`config.mk`:
```
export PLATFORM = sky130hd
export DESIGN_NAME = crc16_key_packet_deframer
export DESIGN_NICKNAME = d
export VERILOG_FILES = /design/src/dfr_pkg.sv /design/src/dfr_core.sv /design/src/dfr_out.sv /design/src/crc16_key_packet_deframer.sv
export SDC_FILE = /design/constraint.sdc
export NUM_CORES = 1
export LEC_CHECK = 0
export ABC_AREA = 0
export BUFFER_PORTS_ARGS = -buffer_cell sky130_fd_sc_hd__buf_2
export CORE_MARGIN = 2
export CORE_UTILIZATION = 64
export CTS_CLUSTER_SIZE = 20
export DETAILED_ROUTE_END_ITERATION = 8
export HOLD_SLACK_MARGIN = 0.12
export PLACE_DENSITY = 0.92
export SYNTH_ARGS = -nofsm -noshare
export SYNTH_HDL_FRONTEND = slang
export SYNTH_SLANG_ARGS = --single-unit
export TNS_END_PERCENT = 1
```
`constraint.sdc`:
```
create_clock -name clock -period 7.2 [get_ports clock]
set_input_delay 0.36 -clock clock [delete_from_list [all_inputs] [get_ports clock]]
set_output_delay 0.36 -clock clock [all_outputs]
set_load 0.02 [all_outputs]
```
`src/dfr_pkg.sv`:
```
// Shared types, constants and functions for the type-length packet deframer.
// No dependencies; imported by every module of the block.
package dfr_pkg;

   localparam int BufferBytes = 32;

   localparam logic [15:0] CrcInit       = 16'hFFFF;
   localparam logic [15:0] CrcPoly       = 16'h8408;
   localparam logic [7:0]  KeyType       = 8'h80;
   localparam logic [8:0]  FrameOverhead = 9'd4;
   localparam logic [7:0]  KeyCodeMax    = 8'd6;

   localparam logic [2:0] ActNone   = 3'd0;
   localparam logic [2:0] ActBack   = 3'd1;
   localparam logic [2:0] ActSelect = 3'd2;
   localparam logic [2:0] ActPrev   = 3'd3;
   localparam logic [2:0] ActNext   = 3'd4;
   localparam logic [2:0] ActHome   = 3'd5;

   typedef enum logic [4:0] {
      PH_TYPE    = 5'b00001,
      PH_LEN     = 5'b00010,
      PH_PAYLOAD = 5'b00100,
      PH_CRC_LO  = 5'b01000,
      PH_CRC_HI  = 5'b10000
   } phase_type;

   typedef struct packed {
      logic [7:0] packet_type;
      logic [7:0] payload_length;
      logic [7:0] first_payload;
      logic       crc_good;
      logic [2:0] key_action;
      logic       oversize_drop;
   } result_type;

   // One byte of CRC-16/X.25, reflected, LSB first.
   function automatic logic [15:0] crc_byte(input logic [15:0] crc, input logic [7:0] data);
      logic [15:0] c;
      c = crc;
      for (int k = 0; k < 8; k++) begin
         if (c[0] ^ data[k]) begin
            c = (c >> 1) ^ CrcPoly;
         end else begin
            c = c >> 1;
         end
      end
      return c;
   endfunction

   function automatic logic [2:0] key_map(input logic [2:0] code);
      logic [2:0] act;
      case (code)
         3'd1:    act = ActBack;
         3'd2:    act = ActSelect;
         3'd3:    act = ActPrev;
         3'd4:    act = ActNext;
         3'd5:    act = ActSelect;
         3'd6:    act = ActHome;
         default: act = ActNone;
      endcase
      return act;
   endfunction

endpackage

```
`src/dfr_core.sv`:
```
// Packet phase sequencer, running CRC and result formation for one byte a beat.
// Depends on dfr_pkg.
module dfr_core #(
   parameter int BufBytes = dfr_pkg::BufferBytes
) (
   input  logic                clock,
   input  logic                reset,
   input  logic                accept,
   input  logic [7:0]          rx_byte,
   output logic                emit,
   output dfr_pkg::result_type result
);
   import dfr_pkg::*;

   localparam logic [8:0] BufLimit = 9'(BufBytes);

   phase_type   phase_ff, phase_in;
   logic [7:0]  type_ff, type_in;
   logic [7:0]  length_ff, length_in;
   logic [7:0]  count_ff, count_in;
   logic [15:0] crc_ff, crc_in;
   logic [7:0]  first_ff, first_in;
   logic [7:0]  crc_lo_ff, crc_lo_in;

   logic        good;
   logic [2:0]  action;
   logic [8:0]  count_inc;

   assign good      = ({rx_byte, crc_lo_ff} == ~crc_ff);
   assign count_inc = {1'b0, count_ff} + 9'd1;

   always_comb begin
      action = ActNone;
      if (good && type_ff == KeyType && length_ff == 8'd1 && first_ff <= KeyCodeMax) begin
         action = key_map(first_ff[2:0]);
      end
   end

   always_comb begin
      phase_in  = phase_ff;
      type_in   = type_ff;
      length_in = length_ff;
      count_in  = count_ff;
      crc_in    = crc_ff;
      first_in  = first_ff;
      crc_lo_in = crc_lo_ff;
      emit      = 1'b0;
      result    = '{packet_type: type_ff, payload_length: length_ff, first_payload: 8'd0,
                    crc_good: 1'b0, key_action: ActNone, oversize_drop: 1'b0};
      unique case (phase_ff)
         PH_LEN: begin
            length_in = rx_byte;
            result.payload_length = rx_byte;
            if (FrameOverhead + {1'b0, rx_byte} > BufLimit) begin
               // drop and hunt for the next type byte
               emit     = 1'b1;
               result.oversize_drop = 1'b1;
               phase_in = PH_TYPE;
               crc_in   = CrcInit;
            end else begin
               crc_in   = crc_byte(crc_ff, rx_byte);
               count_in = 8'd0;
               first_in = 8'd0;
               phase_in = (rx_byte == 8'd0) ? PH_CRC_LO : PH_PAYLOAD;
            end
         end
         PH_PAYLOAD: begin
            if (count_ff == 8'd0) begin
               first_in = rx_byte;
            end
            crc_in   = crc_byte(crc_ff, rx_byte);
            count_in = count_inc[7:0];
            if (count_inc >= {1'b0, length_ff}) begin
               phase_in = PH_CRC_LO;
            end
         end
         PH_CRC_LO: begin
            crc_lo_in = rx_byte;
            phase_in  = PH_CRC_HI;
         end
         PH_CRC_HI: begin
            emit     = 1'b1;
            result.first_payload = first_ff;
            result.crc_good      = good;
            result.key_action    = action;
            phase_in = PH_TYPE;
            crc_in   = CrcInit;
         end
         default: begin
            // type byte; unused codes land here too
            type_in   = rx_byte;
            length_in = 8'd0;
            count_in  = 8'd0;
            first_in  = 8'd0;
            crc_in    = crc_byte(CrcInit, rx_byte);
            phase_in  = PH_LEN;
         end
      endcase
      if (!accept) begin
         emit = 1'b0;
      end
   end

   always_ff @(posedge clock) begin
      if (reset) begin
         phase_ff  <= PH_TYPE;
         type_ff   <= 8'd0;
         length_ff <= 8'd0;
         count_ff  <= 8'd0;
         crc_ff    <= CrcInit;
         first_ff  <= 8'd0;
         crc_lo_ff <= 8'd0;
      end else if (accept) begin
         phase_ff  <= phase_in;
         type_ff   <= type_in;
         length_ff <= length_in;
         count_ff  <= count_in;
         crc_ff    <= crc_in;
         first_ff  <= first_in;
         crc_lo_ff <= crc_lo_in;
      end
   end

`ifndef ASSERT_OFF
   a_emit_phase: assert property (@(posedge clock) disable iff (reset)
      emit |-> (phase_ff == PH_LEN || phase_ff == PH_CRC_HI))
      else $error("result formed outside length or CRC-high phase");

   a_drop_clean: assert property (@(posedge clock) disable iff (reset)
      (emit && result.oversize_drop) |-> (!result.crc_good && result.key_action == ActNone))
      else $error("oversize drop carries CRC or key status");

   a_key_only_good: assert property (@(posedge clock) disable iff (reset)
      (emit && result.key_action != ActNone) |->
         (result.crc_good && result.packet_type == KeyType && result.payload_length == 8'd1))
      else $error("key action on a packet that is not a good key report");

   a_crc_restart: assert property (@(posedge clock) disable iff (reset)
      emit |=> (phase_ff == PH_TYPE && crc_ff == CrcInit))
      else $error("sequencer not back to type hunt after a result");
`endif

endmodule

```
`src/dfr_out.sv`:
```
// Result register: holds one finished result until the consumer takes it.
// Depends on dfr_pkg.
module dfr_out (
   input  logic                clock,
   input  logic                reset,
   input  logic                push,
   input  dfr_pkg::result_type push_data,
   output logic                space,
   output logic                out_valid,
   input  logic                out_ready,
   output dfr_pkg::result_type out_data
);
   import dfr_pkg::*;

   logic       valid_ff, valid_in;
   result_type data_ff;

   // free when empty or being drained this beat
   assign space     = !valid_ff || out_ready;
   assign valid_in  = push || (valid_ff && !out_ready);
   assign out_valid = valid_ff;
   assign out_data  = data_ff;

   always_ff @(posedge clock) begin
      if (reset) begin
         valid_ff <= 1'b0;
      end else begin
         valid_ff <= valid_in;
      end
   end

   always_ff @(posedge clock) begin
      if (push) begin
         data_ff <= push_data;
      end
   end

`ifndef ASSERT_OFF
   a_push_has_room: assert property (@(posedge clock) disable iff (reset)
      push |-> space)
      else $error("result pushed over an undelivered result");

   a_push_shows: assert property (@(posedge clock) disable iff (reset)
      push |=> (valid_ff && data_ff == $past(push_data)))
      else $error("pushed result not presented");

   a_reset_empty: assert property (@(posedge clock)
      reset |=> !valid_ff)
      else $error("result register not empty after reset");
`endif

endmodule

```
`src/crc16_key_packet_deframer.sv`:
```
// Channel  | ports                                   | direction
// req      | req_valid, req_ready, req_rx_byte       | in: one serial byte a beat
// rsp      | rsp_valid, rsp_ready, rsp_* fields      | out: one result per packet
//
// One byte is taken every cycle while req_ready is high; each byte is one pass
// through the phase sequencer, with an eight-bit CRC update on type, length and
// payload bytes. A result appears the cycle after the CRC high byte (or an oversize length).
// Synchronous reset empties the result register and returns to type hunt.
// req_ready drops only while a result waits and rsp_ready is low.
// Top level of the deframer; depends on dfr_pkg, dfr_core and dfr_out.
module crc16_key_packet_deframer #(
   parameter int BufBytes = dfr_pkg::BufferBytes
) (
   input  logic       clock,
   input  logic       reset,
   input  logic       req_valid,
   output logic       req_ready,
   input  logic [7:0] req_rx_byte,
   output logic       rsp_valid,
   input  logic       rsp_ready,
   output logic [7:0] rsp_packet_type,
   output logic [7:0] rsp_payload_length,
   output logic [7:0] rsp_first_payload,
   output logic       rsp_crc_good,
   output logic [2:0] rsp_key_action,
   output logic       rsp_oversize_drop
);
   import dfr_pkg::*;

   logic       accept;
   logic       emit;
   logic       space;
   result_type core_result;
   result_type rsp_data;

   assign req_ready = space;
   assign accept    = req_valid && space;

   dfr_core #(
      .BufBytes (BufBytes)
   ) u_core (
      .clock   (clock),
      .reset   (reset),
      .accept  (accept),
      .rx_byte (req_rx_byte),
      .emit    (emit),
      .result  (core_result)
   );

   dfr_out u_out (
      .clock     (clock),
      .reset     (reset),
      .push      (emit),
      .push_data (core_result),
      .space     (space),
      .out_valid (rsp_valid),
      .out_ready (rsp_ready),
      .out_data  (rsp_data)
   );

   assign rsp_packet_type    = rsp_data.packet_type;
   assign rsp_payload_length = rsp_data.payload_length;
   assign rsp_first_payload  = rsp_data.first_payload;
   assign rsp_crc_good       = rsp_data.crc_good;
   assign rsp_key_action     = rsp_data.key_action;
   assign rsp_oversize_drop  = rsp_data.oversize_drop;

endmodule
```
# Yosys cells after proc, flatten, opt, wreduce, memory -nomap -nowiden
# Index checks and enable logic that the tools add are counted.
# word_totals
regBits	91
wordCells	174
out_inout_bits	31
in_bits	12
# classes
n_reduce_logical	23
magnitude_cmp	3
addsub	2
n_mux	67
eq_ne	16
bitwise	49
# ops
op	n
16-bit two-way mux	52
2-bit inverter with 3-bit output	22
16-bit one-hot mux with 4 select lines	1
8-bit one-hot mux with 3 select lines	2
8-bit two-way mux	3
1-bit XOR	22
5-bit one-hot mux with 4 select lines	1
16-bit equality test	1
8-bit logical NOT	2
16-bit inverter	1
8-bit one-hot mux with 2 select lines	1
3-bit one-hot mux with 5 select lines	1
2-bit AND reduction	6
5-bit two-way mux	2
3-bit by 8-bit adder with 9-bit output (first input constant)	1
8-bit by 1-bit adder with 9-bit output (second input constant)	1
3-bit equality test (second input constant)	3
9-bit by 8-bit greater-or-equal comparator with 1-bit output	1
9-bit by 6-bit > comparator with 1-bit output (second input constant)	1
8-bit by 1-bit equality test with 1-bit output (second input constant)	1
8-bit equality test (second input constant)	1
8-bit by 3-bit <= comparator with 1-bit output (second input constant)	1
3-bit by 2-bit equality test with 1-bit output (second input constant)	2
5-bit by 2-bit equality test with 1-bit output (second input constant)	1
18 further kinds	30

# Longest topological paths before layout
# logic_depth
depth_word	32
mapped_depth	9
ltp_nobuf	9

# Modules after synthesis
# Synthesis repeated with hierarchy kept, for this count alone.
# hier_totals
cells_unflattened	519
area_unflattened_um2	4694.5
# by_module_without_submodules
module	cells_per_inst	seq_area_each_um2	n_inst	area_per_inst_um2
dfr_core	485	1221.2	1	3771.1
dfr_out	33	890.9	1	917.1
crc16_key_packet_deframer	1	0.0	1	6.3

# Worst setup path after synthesis
# Ideal clock, no wire load.
# synth_path
path_kind	reg2reg
start	reg u_core.phase_ff[0]
end	reg u_out.data_ff, in the netlist u_out.out_data[0] (enable)
period_less_slack_ns	3.117
setup_ns	0.427
path_stages_with_launch	5
arrival_ns	2.690
n_path_buf	1
setup_slack_ns	4.083
required_time_ns	6.773
cell_sequence	dfxtp_1 buf_2 nor4_4 o211ai_4 a21oi_1
# synth_via
elab_chain_len	3
elab_cells_between_ends	4
classes_between	eq/ne (2); mux (2)
# synth_rtl
element	line_no	source
start: declaration	dfr_core.sv:17	phase_type phase_ff, phase_in;
start signal: assignment	dfr_core.sv:114	phase_ff <= phase_in;
5-bit equality test / 5-bit by 2-bit equality test with 1-bit output (equally long branches)	dfr_core.sv:50	unique case (phase_ff)
1-bit one-hot mux with 2 select lines (*)	dfr_core.sv:50	
1-bit two-way mux (*)	dfr_core.sv:99	if (!accept) begin
via emit	crc16_key_packet_deframer.sv:31	logic emit;
end signal: assignment	dfr_out.sv:34	data_ff <= push_data;
end: declaration	dfr_out.sv:16	result_type data_ff;
# The timed path passes the listed nets; every way through them passes the cells marked *.
# A chain may end at the register's enable or synchronous reset.

# Worst setup path after layout
# layout_path
start	reg u_core.phase_ff[1]
end	reg u_core.crc_ff[9]
# layout_via
elab_chain_len	3
elab_cells_between_ends	7
classes_between	eq/ne (4); mux (1); bitwise (1); reduce/logical (1)
# layout_rtl
element	line_no	source
parallel branches: the longest is 3 deep, another holds 16-bit one-hot mux with 4 select lines	-	
end signal: assignment	dfr_core.sv:110	crc_ff <= CrcInit;
end signal: assignment	dfr_core.sv:118	crc_ff <= crc_in;
end: declaration	dfr_core.sv:21	logic [15:0] crc_ff, crc_in;
# Several ways; the timed one is not identified.

==> impl_metrics.toml <==
[floorplanning]
start_util = 0.659
io_pins = 43
die_h_um = 90.2
core_sq_mm = 0.00721
fp.dieArea_sq_mm = 0.00813
die_w_um = 90.2
rows = 31

[timing]
finalSetupTns_ps = 0
setup_viol = 0
tightest_slew_ps = 1260
drv_slew = 0
hold_viol_final = 0
max-slew-margin-rel = 0.153
fin_skew_ps = 13.0
layout_setup_ws_ps = 4230
rsz0062_at_grt = "no"
min_period_ps = 2970
max_freq_ghz = 0.337
post-route-period-util = 0.413

[global_route]
grt_use_met3 = 0.0553
track_usage = 0.278
grt_pass1_wl_um = 18200
grt_pass1_vias = 3677
top_usage_layer = "met2"
met2_usage = 0.462
grt.overflow.total = 0
grt_max_degree = 69
antenna_found_initial = 0
use_met1 = 0.366

[clock_tree]
cts_max_level = 3
cts_root_buffer = "clkbuf_8"
clkSinkCount = 91
cts_tree = "built"
clock_latency_ps = 370
cts_resized = 0
cts_buffers = 9
cts_setup_buffers = 0
cts.path.max_buffers = 2
hold_buffers = 0
clk_pin_slew_ps = 110

[drt]
vias = 3986
drtPass1Iterations = 7
first_iter_violations = 347
drc = 2
ant_nets = 0
routed_wirelength_um = 11200
wl_per_cell_um = 18.0
viasPerCell = 6.38

[placement]
gp_congestion = 0.922
pre_cts_slack_ps = 4370
io_buffers = 42
dp_hpwl_um = 7320

[worst_setup_path]
endpoint = "u_core.crc_ff[9]"
critPathArrivalTime_ps = 3250
rr_worst_depth = 5
worstSetupEndpointType = "flip-flop"
r2r_start = "u_core.phase_ff[1]"
startpoint_type = "flip-flop"
setup.worst_path.start = "u_core.phase_ff[1]"
slowest_stage = "nor4_2"
crit_chain = "xnor2_1 -> nor4_2 -> nand2_2 -> or3b_1 -> a221o_1"
reg2reg_setup_slack_ps = 4230
timing.rr.end = "u_core.crc_ff[9]"
cpPeakStageDelay_ps = 970
cp_data_required_time_ps = 7480
cp.buffers_inverters = 0
crit_type = "reg2reg"
cp.depth = 5
cp_max_fo = 17
cp_top_family = "simple AND/OR/NAND/NOR gates"

[cells_and_area]
syn2layout_area_growth_pct = 7.48
fillers = 507
final_common_cell = "dfxtp_1"
drive_gt1_frac = 0.146
antenna_cells = 0
fin_nets = 543
utilization = 0.708
layout_common_cells = "dfxtp_1, nand2_1, a21oi_1, buf_2, xnor2_1"

[outcome]
status = "finished with violations"
violations = "design-rule violations"

[logic_synthesis]
synth_ff_type = "dfxtp_1"
ys.warnings.count = 0
synth_edf_count = 29
synth_seq_area_share = 0.444
ys_ff_latch = 91
avgSynthCellArea_sq_um = 9.39
synthArstFlopShare = 0
ys_types = 62
syn_inst = 506
synth_nets = 528
syn_area_sq_mm = 0.00475

[power_and_ir_drop]
p_leak_uw = 0.00188
power.density_mw_per_mm2 = 209
peakVddDrop_v = 0.000112

[job]
drv_cap = 0

[worst_hold_path]
min_path_cells = 3
hp-class = "in2reg"
[area by class of cell]
cell class              count  area [sq um]  area share
clock buffers               9           124      0.0242
clock inverters             7          78.8      0.0154
inverters                  12          45.0     0.00882
multi-input cells         364          2410       0.471
flip-flops and latches     91          2110       0.413
well taps                  99           124      0.0242
repair buffers             43           218      0.0426
[cells in the mapped netlist, types with 6 or more instances]
cell,number,area share
and3_1,10,0.013
xnor2_1,40,0.074
edfxtp_1,29,0.18
buf_2,19,0.020
xor2_1,13,0.024
nand3_1,21,0.022
nand4_1,10,0.013
nor3_1,12,0.013
ha_1,10,0.026
o21bai_1,6,0.0095
nor2_1,26,0.021
a21oi_1,48,0.051
clkbuf_1,16,0.013
nand2_1,49,0.039
dfxtp_1,62,0.26
o21ai_0,25,0.026
inv_1,11,0.0087
mux2i_1,12,0.025
[worst min-delay path by stage]
stage	start	to
floorplan	u_core.type_ff[7]	u_out.out_data[28]
global placement	u_core.type_ff[3]	u_out.out_data[24]
detailed placement	u_core.type_ff[5]	u_out.out_data[26]
CTS	req_valid	u_out.out_valid
global route	req_valid	u_out.out_valid
finish	req_valid	u_out.out_valid
[sequential cells by signal, summed over array words and instances (netlist names)]
signal and flops:
u_core.first_ff 8, u_core.crc_ff 16, u_out.out_valid 1, u_core.type_ff 8
u_core.crc_lo_ff 8, u_core.phase_ff 5, u_core.length_ff 8, u_out.out_data 29
u_core.count_ff 8
[where the power goes]
group          internal (uW)  switching [uW]
Clock                    138             211
Combinational           60.4            90.9
Sequential               544            21.8
Total                    742             324
[kinds of logic after synthesis]
group / Yosys count / synth area share
xor gates and xnor gates: 53 / 0.0977
adders and majority gates: 10 / 0.0263
buffers and inverters: 51 / 0.0500
AOI/OAI and AO/OA: 113 / 0.153
and+or+nand+nor: 173 / 0.196
DFF: 91 / 0.444
muxes: 15 / 0.0324
[metal layers]
metal / vias up / wire (um)
met3: 23 / 986
met5: - / 0
li1: 1845 / -
met4: 0 / 216
met2: 240 / 5280
met1: 1878 / 4750
[stage by stage]
stage | cells | power (uW) | area, sq um | hold slack (ps)
6_report | 625 | 1070 | 5110 | 319
5_1_grt | 625 | 1100 | 5110 | 325
4_1_cts | 625 | 1060 | 5110 | 306
3_5_place_dp | 609 | 723 | 4910 | 453
3_3_place_gp | 609 | 717 | 4910 | 442
2_1_floorplan | 506 | 693 | 4750 | 422
[worst reg2reg max path, cell delays in order (launching register included)]
cell and delay, ps:
dfxtp_1 750, xnor2_1 190, nor4_2 970, nand2_2 240
or3b_1 440, a221o_1 290
Power figures use the tool's default switching activity.
